--- src/rtl/smh_pkg.sv ---
// Package for the streaming hash block: payload word types, sequencer control
// structs, round constants, initial hash values and the sigma functions.
// No dependencies.
package smh_pkg;

    localparam int unsigned BLOCK_WORDS = 16;
    localparam int unsigned ROUNDS      = 64;
    localparam logic [7:0]  PAD_BYTE    = 8'h80;
    localparam logic [5:0]  LAST_SLOT   = 6'd63;
    localparam logic [5:0]  LEN_SLOT    = 6'd56;
    localparam logic [5:0]  LAST_ROUND  = 6'd63;
    localparam logic [1:0]  LAST_PART   = 2'd3;

    typedef logic [7:0][31:0] t_hash;

    typedef struct packed {
        logic [7:0] data_byte;
        logic       has_byte;
        logic       end_of_message;
    } t_in_word;

    typedef struct packed {
        logic [63:0] digest_part;
        logic [1:0]  part_index;
        logic        last_part;
    } t_out_word;

    typedef struct packed {
        logic       shift_byte;
        logic [7:0] data_byte;
        logic       step_word;
    } t_sched_ctl;

    typedef struct packed {
        logic load;
        logic step;
    } t_round_ctl;

    localparam t_hash HASH_INIT = {
        32'h5be0cd19, 32'h1f83d9ab, 32'h9b05688c, 32'h510e527f,
        32'ha54ff53a, 32'h3c6ef372, 32'hbb67ae85, 32'h6a09e667
    };

    localparam logic [31:0] ROUND_K [ROUNDS] = '{
        32'h428a2f98, 32'h71374491, 32'hb5c0fbcf, 32'he9b5dba5,
        32'h3956c25b, 32'h59f111f1, 32'h923f82a4, 32'hab1c5ed5,
        32'hd807aa98, 32'h12835b01, 32'h243185be, 32'h550c7dc3,
        32'h72be5d74, 32'h80deb1fe, 32'h9bdc06a7, 32'hc19bf174,
        32'he49b69c1, 32'hefbe4786, 32'h0fc19dc6, 32'h240ca1cc,
        32'h2de92c6f, 32'h4a7484aa, 32'h5cb0a9dc, 32'h76f988da,
        32'h983e5152, 32'ha831c66d, 32'hb00327c8, 32'hbf597fc7,
        32'hc6e00bf3, 32'hd5a79147, 32'h06ca6351, 32'h14292967,
        32'h27b70a85, 32'h2e1b2138, 32'h4d2c6dfc, 32'h53380d13,
        32'h650a7354, 32'h766a0abb, 32'h81c2c92e, 32'h92722c85,
        32'ha2bfe8a1, 32'ha81a664b, 32'hc24b8b70, 32'hc76c51a3,
        32'hd192e819, 32'hd6990624, 32'hf40e3585, 32'h106aa070,
        32'h19a4c116, 32'h1e376c08, 32'h2748774c, 32'h34b0bcb5,
        32'h391c0cb3, 32'h4ed8aa4a, 32'h5b9cca4f, 32'h682e6ff3,
        32'h748f82ee, 32'h78a5636f, 32'h84c87814, 32'h8cc70208,
        32'h90befffa, 32'ha4506ceb, 32'hbef9a3f7, 32'hc67178f2
    };

    function automatic logic [31:0] ror32(input logic [31:0] x, input int unsigned n);
        ror32 = (x >> n) | (x << (32 - n));
    endfunction

    function automatic logic [31:0] sig0(input logic [31:0] x);
        sig0 = ror32(x, 7) ^ ror32(x, 18) ^ (x >> 3);
    endfunction

    function automatic logic [31:0] sig1(input logic [31:0] x);
        sig1 = ror32(x, 17) ^ ror32(x, 19) ^ (x >> 10);
    endfunction

    function automatic logic [31:0] big_sig0(input logic [31:0] x);
        big_sig0 = ror32(x, 2) ^ ror32(x, 13) ^ ror32(x, 22);
    endfunction

    function automatic logic [31:0] big_sig1(input logic [31:0] x);
        big_sig1 = ror32(x, 6) ^ ror32(x, 11) ^ ror32(x, 25);
    endfunction

endpackage

--- src/rtl/smh_sched.sv ---
// Block buffer and message schedule: bytes shift in big-endian, then the same
// sixteen-word window rolls one schedule word per round.
// Depends on smh_pkg.
module smh_sched
    import smh_pkg::*;
(
    input  logic        i_clk,
    input  t_sched_ctl  i_ctl,
    output logic [31:0] o_word
);

    logic [31:0] r_w [BLOCK_WORDS];
    logic [31:0] w_next;

    // next schedule word from the current window
    assign w_next = sig1(r_w[14]) + r_w[9] + sig0(r_w[1]) + r_w[0];
    assign o_word = r_w[0];

    always_ff @(posedge i_clk) begin
        if (i_ctl.shift_byte) begin
            for (int i = 0; i < BLOCK_WORDS - 1; i++) begin
                r_w[i] <= {r_w[i][23:0], r_w[i+1][31:24]};
            end
            r_w[BLOCK_WORDS-1] <= {r_w[BLOCK_WORDS-1][23:0], i_ctl.data_byte};
        end else if (i_ctl.step_word) begin
            for (int i = 0; i < BLOCK_WORDS - 1; i++) begin
                r_w[i] <= r_w[i+1];
            end
            r_w[BLOCK_WORDS-1] <= w_next;
        end
    end

endmodule

--- src/rtl/smh_round.sv ---
// Compression round unit: holds the eight working variables and applies one
// round per step. Depends on smh_pkg.
module smh_round
    import smh_pkg::*;
(
    input  logic        i_clk,
    input  t_round_ctl  i_ctl,
    input  t_hash       i_chain,
    input  logic [31:0] i_k,
    input  logic [31:0] i_w,
    output t_hash       o_vars
);

    t_hash       r_v;
    logic [31:0] t1;
    logic [31:0] t2;
    logic [31:0] ch;
    logic [31:0] maj;

    always_comb begin
        ch  = (r_v[4] & r_v[5]) ^ (~r_v[4] & r_v[6]);
        maj = (r_v[0] & r_v[1]) ^ (r_v[0] & r_v[2]) ^ (r_v[1] & r_v[2]);
        t1  = r_v[7] + big_sig1(r_v[4]) + ch + i_k + i_w;
        t2  = big_sig0(r_v[0]) + maj;
    end

    always_ff @(posedge i_clk) begin
        if (i_ctl.load) begin
            r_v <= i_chain;
        end else if (i_ctl.step) begin
            r_v[7] <= r_v[6];
            r_v[6] <= r_v[5];
            r_v[5] <= r_v[4];
            r_v[4] <= r_v[3] + t1;
            r_v[3] <= r_v[2];
            r_v[2] <= r_v[1];
            r_v[1] <= r_v[0];
            r_v[0] <= t1 + t2;
        end
    end

    assign o_vars = r_v;

endmodule

--- src/rtl/sha256_message_hash.sv ---
// Streaming SHA-256: byte packer and padding sequencer, chain value, digest out.
// Depends on smh_pkg, smh_sched and smh_round.
//
//   channel  | direction | handshake          | payload
//   ---------+-----------+--------------------+-------------------------------
//   input    | in        | i_valid / o_ready  | i_data (t_in_word), one byte
//   result   | out       | o_valid / i_ready  | o_data (t_out_word), 64 bits
//
// Flow: byte words go in one per cycle while o_ready is high; the 64th byte of a
// block starts the rounds (ST_COMP) and then the fold (ST_FOLD), during which
// o_ready is low. The block rate is set by the single round unit.
// End of message: one pad or length byte per cycle up to the block end, then its
// compression; a pad that leaves no room for the length adds one more block.
// Then four result words, one per cycle when i_ready.
// Reset (i_rst_n low, synchronous) loads the initial hash values and clears the
// byte slot, bit length and sequencer; the block buffer is not reset.
// A stalled result holds the sequencer; no input is taken until all four go.
module sha256_message_hash
    import smh_pkg::*;
(
    input  logic      i_clk,
    input  logic      i_rst_n,
    input  logic      i_valid,
    output logic      o_ready,
    input  t_in_word  i_data,
    output logic      o_valid,
    input  logic      i_ready,
    output t_out_word o_data
);

    typedef enum logic [4:0] {
        ST_IDLE = 5'b00001,
        ST_PAD  = 5'b00010,
        ST_COMP = 5'b00100,
        ST_FOLD = 5'b01000,
        ST_OUT  = 5'b10000
    } t_state;

    t_state      r_state, n_state;
    t_hash       r_chain, n_chain;
    logic [5:0]  r_pos, n_pos;
    logic [63:0] r_bits, n_bits;
    logic [5:0]  r_rnd, n_rnd;
    logic [1:0]  r_part, n_part;
    logic        r_pad, n_pad;          // message ended, padding in progress
    logic        r_pad_first, n_pad_first;
    logic        r_len_ok, n_len_ok;    // current block has room for the length
    logic        r_fin, n_fin;          // current compression is the last one

    t_sched_ctl  sched_ctl;
    t_round_ctl  round_ctl;
    logic [31:0] sched_word;
    t_hash       work_vars;
    logic        in_acc;
    logic        out_acc;
    logic [7:0]  len_byte;
    logic [7:0]  pad_byte;

    smh_sched u_sched (
        .i_clk  (i_clk),
        .i_ctl  (sched_ctl),
        .o_word (sched_word)
    );

    smh_round u_round (
        .i_clk   (i_clk),
        .i_ctl   (round_ctl),
        .i_chain (r_chain),
        .i_k     (ROUND_K[r_rnd]),
        .i_w     (sched_word),
        .o_vars  (work_vars)
    );

    assign o_ready = (r_state == ST_IDLE);
    assign o_valid = (r_state == ST_OUT);
    assign in_acc  = i_valid && o_ready;
    assign out_acc = o_valid && i_ready;

    // Big-endian length byte for slots 56..63; slot offset picks the byte.
    assign len_byte = 8'(r_bits >> {~r_pos[2:0], 3'b000});
    assign pad_byte = r_pad_first ? PAD_BYTE :
                      (r_len_ok && (r_pos >= LEN_SLOT)) ? len_byte : 8'h00;

    always_comb begin
        o_data.digest_part = {r_chain[{r_part, 1'b0}], r_chain[{r_part, 1'b1}]};
        o_data.part_index  = r_part;
        o_data.last_part   = (r_part == LAST_PART);
    end

    always_comb begin
        n_state     = r_state;
        n_chain     = r_chain;
        n_pos       = r_pos;
        n_bits      = r_bits;
        n_rnd       = r_rnd;
        n_part      = r_part;
        n_pad       = r_pad;
        n_pad_first = r_pad_first;
        n_len_ok    = r_len_ok;
        n_fin       = r_fin;
        sched_ctl   = '{shift_byte: 1'b0, data_byte: i_data.data_byte, step_word: 1'b0};
        round_ctl   = '{load: 1'b0, step: 1'b0};

        case (r_state)
            ST_IDLE: begin
                if (in_acc) begin
                    if (i_data.end_of_message) begin
                        n_pad       = 1'b1;
                        n_pad_first = 1'b1;
                        n_state     = ST_PAD;
                    end
                    if (i_data.has_byte) begin
                        sched_ctl.shift_byte = 1'b1;
                        n_bits = r_bits + 64'd8;
                        n_pos  = r_pos + 6'd1;
                        if (r_pos == LAST_SLOT) begin
                            // full block: compress now, pad afterwards if ended
                            round_ctl.load = 1'b1;
                            n_rnd   = '0;
                            n_fin   = 1'b0;
                            n_state = ST_COMP;
                        end
                    end
                end
            end
            ST_PAD: begin
                sched_ctl.shift_byte = 1'b1;
                sched_ctl.data_byte  = pad_byte;
                n_pos = r_pos + 6'd1;
                if (r_pad_first) begin
                    n_pad_first = 1'b0;
                    n_len_ok    = (r_pos < LEN_SLOT);
                end
                if (r_pos == LAST_SLOT) begin
                    round_ctl.load = 1'b1;
                    n_rnd    = '0;
                    n_fin    = !r_pad_first && r_len_ok;
                    n_len_ok = 1'b1;
                    n_state  = ST_COMP;
                end
            end
            ST_COMP: begin
                round_ctl.step      = 1'b1;
                sched_ctl.step_word = 1'b1;
                n_rnd = r_rnd + 6'd1;
                if (r_rnd == LAST_ROUND) begin
                    n_state = ST_FOLD;
                end
            end
            ST_FOLD: begin
                for (int i = 0; i < 8; i++) begin
                    n_chain[i] = r_chain[i] + work_vars[i];
                end
                if (r_fin) begin
                    n_part  = '0;
                    n_state = ST_OUT;
                end else if (r_pad) begin
                    n_state = ST_PAD;
                end else begin
                    n_state = ST_IDLE;
                end
            end
            ST_OUT: begin
                if (out_acc) begin
                    n_part = r_part + 2'd1;
                    if (r_part == LAST_PART) begin
                        // drop the message state and restart the chain
                        n_chain = HASH_INIT;
                        n_bits  = '0;
                        n_pos   = '0;
                        n_pad   = 1'b0;
                        n_fin   = 1'b0;
                        n_state = ST_IDLE;
                    end
                end
            end
            default: begin
                n_state = ST_IDLE;
            end
        endcase
    end

    always_ff @(posedge i_clk) begin
        if (!i_rst_n) begin
            r_state     <= ST_IDLE;
            r_chain     <= HASH_INIT;
            r_pos       <= '0;
            r_bits      <= '0;
            r_rnd       <= '0;
            r_part      <= '0;
            r_pad       <= 1'b0;
            r_pad_first <= 1'b0;
            r_len_ok    <= 1'b0;
            r_fin       <= 1'b0;
        end else begin
            r_state     <= n_state;
            r_chain     <= n_chain;
            r_pos       <= n_pos;
            r_bits      <= n_bits;
            r_rnd       <= n_rnd;
            r_part      <= n_part;
            r_pad       <= n_pad;
            r_pad_first <= n_pad_first;
            r_len_ok    <= n_len_ok;
            r_fin       <= n_fin;
        end
    end

`ifndef NO_ASSERTIONS
    // a compression always starts on a block boundary
    a_comp_aligned: assert property (@(posedge i_clk) disable iff (!i_rst_n)
        (r_state == ST_COMP && r_rnd == 6'd0) |-> (r_pos == 6'd0))
        else $error("compression started off a block boundary");

    // results only appear after the final compression was folded in
    a_out_after_fold: assert property (@(posedge i_clk) disable iff (!i_rst_n)
        $rose(o_valid) |-> ($past(r_state) == ST_FOLD && r_part == 2'd0))
        else $error("digest shown without a final fold");

    // the last result clears the message length and slot
    a_restart: assert property (@(posedge i_clk) disable iff (!i_rst_n)
        (out_acc && o_data.last_part) |=> (r_bits == 64'd0 && r_pos == 6'd0 && o_ready))
        else $error("message state not cleared after digest");
`endif

endmodule

--- config.mk ---
export PLATFORM = sky130hd
export DESIGN_NAME = sha256_message_hash
export DESIGN_NICKNAME = d
export VERILOG_FILES = /design/src/rtl/smh_pkg.sv /design/src/rtl/smh_sched.sv /design/src/rtl/smh_round.sv /design/src/rtl/sha256_message_hash.sv
export SDC_FILE = /design/constraint.sdc
export NUM_CORES = 2
export LEC_CHECK = 0
export ABC_AREA = 1
export BUFFER_PORTS_ARGS = -buffer_cell sky130_fd_sc_hd__buf_2
export CAP_MARGIN = 20
export CELL_PAD_IN_SITES_DETAIL_PLACEMENT = 0
export CELL_PAD_IN_SITES_GLOBAL_PLACEMENT = 1
export CORE_MARGIN = 5
export CORE_UTILIZATION = 48
export CTS_CLUSTER_SIZE = 14
export DETAILED_ROUTE_END_ITERATION = 6
export PLACE_DENSITY = 0.89
export SYNTH_ARGS = -nofsm -noshare
export SYNTH_HDL_FRONTEND = slang
export SYNTH_HIERARCHICAL = 1
export SYNTH_SLANG_ARGS = --single-unit
--- constraint.sdc ---
create_clock -name i_clk -period 9.7 [get_ports i_clk]
set_input_delay 0.485 -clock i_clk [delete_from_list [all_inputs] [get_ports i_clk]]
set_output_delay 0.485 -clock i_clk [all_outputs]
set_load 0.01 [all_outputs]
==> flow_summary.json <==
{
  "total_power_mw": 22.4,
  "tns_ns": 0,
  "cts.repair.resized": 0,
  "rrSetupSlack_ns": 0.84,
  "hold_viol_final": 0,
  "wirelength_um": 393000,
  "hold_path.class": "input port to register",
  "synth_simple_gate_area_share_pct": 28.4,
  "rsz0062_at_grt": "no",
  "area_delta_synth_final_pct": 8.21,
  "coreArea_um2": 179000,
  "ant_nets": 0,
  "grt_overflow": 0,
  "pre_cts_ws_ns": 1.22,
  "fin_worst_skew_ns": 0.0587,
  "postSynthCellCount": 12401,
  "die_h_um": 434,
  "clk_path_buf_depth": 3,
  "post_drt_wl_per_cell_um": 26.6,
  "synth_xor_xnor_area_share_pct": 3.49,
  "root_buffer": "clkbuf_16",
  "synth_compound_area_share_pct": 11.5,
  "gp_congestion": 1.09,
  "final_cell_mix": "nand2_1 (4075), inv_1 (1947), nor2_1 (932)",
  "grt_use_total_pct": 40.6,
  "min_period_over_period_pct": 91.3,
  "path_clk_slew_ns": 0.07,
  "slew_headroom_pct": 12.9,
  "port_buffers": 82,
  "syn_area_um2": 86300,
  "cp.required_ns": 10.25,
  "cts.sinks": 1108,
  "crit_path_top_delay_cell": "a2111oi_0",
  "drive_above_1_share_pct": 4.97,
  "async_flop_share_pct": 0,
  "post-route-min-period_ns": 8.86,
  "leakage_nw": 45.3,
  "synth_top_family_by_area": "simple AND/OR/NAND/NOR gates",
  "drc_errors": 0,
  "dp_hpwl_um": 308000,
  "setup_viol": 0,
  "synth-edff-count": 768,
  "synth_warnings": 6,
  "yosysSeqAreaShare_pct": 34.6,
  "insertion_delay_ns": 0.83,
  "die_area_um2": 188000,
  "yosysUniqueCellTypes": 74,
  "ys.flop_type": "edfxtp_1",
  "fill_cells": 17758,
  "grt_antenna_before_repair": 35,
  "start_util_pct": 48.3,
  "die_width_um": 434,
  "drt_iter0_drc": 11182,
  "route.vias.total": 85245,
  "num_rows": 155,
  "synth_mux_area_share_pct": 0.744,
  "vias_per_cell": 5.78,
  "layout_setup_ws_ns": 0.843,
  "cp.arrival_ns": 9.41,
  "drv_slew": 0,
  "grt_pass1_wl_um": 553000,
  "drv_cap": 0,
  "cts_buffers": 135,
  "htreeDepth": 4,
  "worst_setup_path_start_kind": "register",
  "final_common_cell": "nand2_1",
  "cp-end-kind": "register",
  "synth_fa_ha_area_share_pct": 10.3,
  "grt_max_degree": 222,
  "path_max_fanout": 19,
  "io_pins": 83,
  "path_class": "register to register",
  "status": "finished, final reports clean",
  "ir_worst_vdd_v": 0.000281,
  "nNetsFinal": 12874,
  "tightest_slew_ns": 1.31,
  "grt_pass1_vias": 78573,
  "first_pass_iters": 7,
  "powerDensity_nw_per_um2": 240,
  "fmax_mhz": 113,
  "syn_area_per_cell_um2": 6.96,
  "cpPeakStageDelay_ns": 0.92,
  "cts_tree": "yes",
  "synth_nets": 13003,
  "ys_ff_latch": 1108
}
-- flip-flops by register name, indices dropped and copies added, names as in the netlist --
signal,count
r_state,5
r_len_ok,1
r_bits,61
u_round/o_vars,256
r_chain,256
u_sched/r_w,512
r_pad,1
r_pad_first,1
r_pos,6
r_rnd,6
r_part,2
r_fin,1
-- cells in the mapped netlist, types with 7 or more instances --
library cell | instances | area [um2]
or2_1 | 7 | 43.8
o22ai_1 | 65 | 407
nand3b_1 | 31 | 233
nor4_1 | 9 | 56.3
nand3_2 | 7 | 70.1
nand4_1 | 118 | 738
buf_2 | 110 | 551
xor2_1 | 204 | 1790
nor2_2 | 16 | 100
o31ai_1 | 14 | 105
mux2_2 | 57 | 642
clkbuf_1 | 276 | 1040
nor3_1 | 94 | 470
buf_4 | 48 | 360
o21ai_1 | 11 | 55.1
fa_1 | 195 | 3900
a21oi_2 | 9 | 78.8
nor2_4 | 7 | 78.8
o21ai_2 | 7 | 61.3
dfxtp_1 | 340 | 6810
a31oi_1 | 36 | 225
o221ai_1 | 11 | 96.3
o211ai_1 | 17 | 128
edfxtp_1 | 768 | 23100
nand2_1 | 4076 | 15300
buf_1 | 27 | 101
inv_1 | 1949 | 7320
or2_2 | 33 | 206
o21bai_1 | 51 | 383
o21ai_0 | 833 | 4170
nor2_1 | 932 | 3500
nand2_2 | 24 | 150
a21o_1 | 42 | 315
nand3_1 | 646 | 3230
a21oi_1 | 675 | 3380
and2_1 | 22 | 138
ha_1 | 393 | 4920
xnor2_1 | 138 | 1210
o21a_1 | 14 | 105
inv_2 | 13 | 48.8
-- timing repair --
item | CTS | global route
setup buffers | 0 | 0
endpoints found under the hold margin | 3 | 0
hold buffers | 2 | 0
-- logic make-up after synthesis --
group | Yosys count
mux | 57
buf+inv | 2434
xor+xnor | 343
compound gates | 1829
simple gates | 6039
fa+ha+maj | 591
flops | 1108
-- cell type report --
| cell class | count | area (um2) | area share, % |
|---|---|---|---|
| multi-input combinational | 8859 | 47000 | 50.3 |
| antenna | 14 | 35.0 | 0.0375 |
| inverter | 1967 | 7420 | 7.94 |
| clock inverter | 81 | 1050 | 1.13 |
| clock buffer | 168 | 3640 | 3.89 |
| timing repair buffer | 201 | 1430 | 1.53 |
| tap | 2355 | 2950 | 3.16 |
| sequential | 1108 | 29900 | 32.0 |
-- worst max-delay path: cells and delay by family, from the launching register on --
kind,cells,cell delay (ns)
adders and majority gates,6,2.77
and+or+nand+nor,12,1.83
AOI/OAI and AO/OA,6,1.69
buffers and inverters,7,1.07
DFF,1,0.84
xor gates and xnor gates,1,0.38
-- report_power, final --
group / total, mW / internal, mW / switching [mW]
registers: 6.19 / 5.86 / 0.330
logic: 10.8 / 3.45 / 7.36
clock network: 5.44 / 3.07 / 2.37
-- worst paths after layout --
path,from,endpoint,cells past startpoint
worst max-delay path,r_rnd[2],u_round/o_vars[25],32
worst min-delay path,i_rst_n,r_chain[106],2
worst max register to register,r_rnd[2],u_round/o_vars[25],32
worst min register to register,r_bits[63],r_bits[63],2
-- per-layer routing --
| layer | track usage, % | part of all wire (%) | wire (um) | up-vias |
|---|---|---|---|---|
| met5 | 0 | 0.032 | 124 | - |
| met4 | 27.7 | 8.5 | 33400 | 18 |
| met3 | 9.54 | 11 | 41400 | 1164 |
| met2 | 61.2 | 42 | 167000 | 4749 |
| met1 | 51.8 | 39 | 151000 | 40056 |
| li1 | - | - | - | 39258 |
-- through the flow --
step	cells	util [%]	instance area, um2	hold slack, ns
after global routing	14741	52.2	93300	0.0525
after detailed placement	14486	49.6	88600	0.482
after global placement	14486	49.6	88600	0.470
after CTS	14737	52.2	93300	0.0163
after floorplan	12401	-	86300	0.450
final	14753	52.3	93400	0.0626
Note: power is estimated with default switching activity, not from simulation.
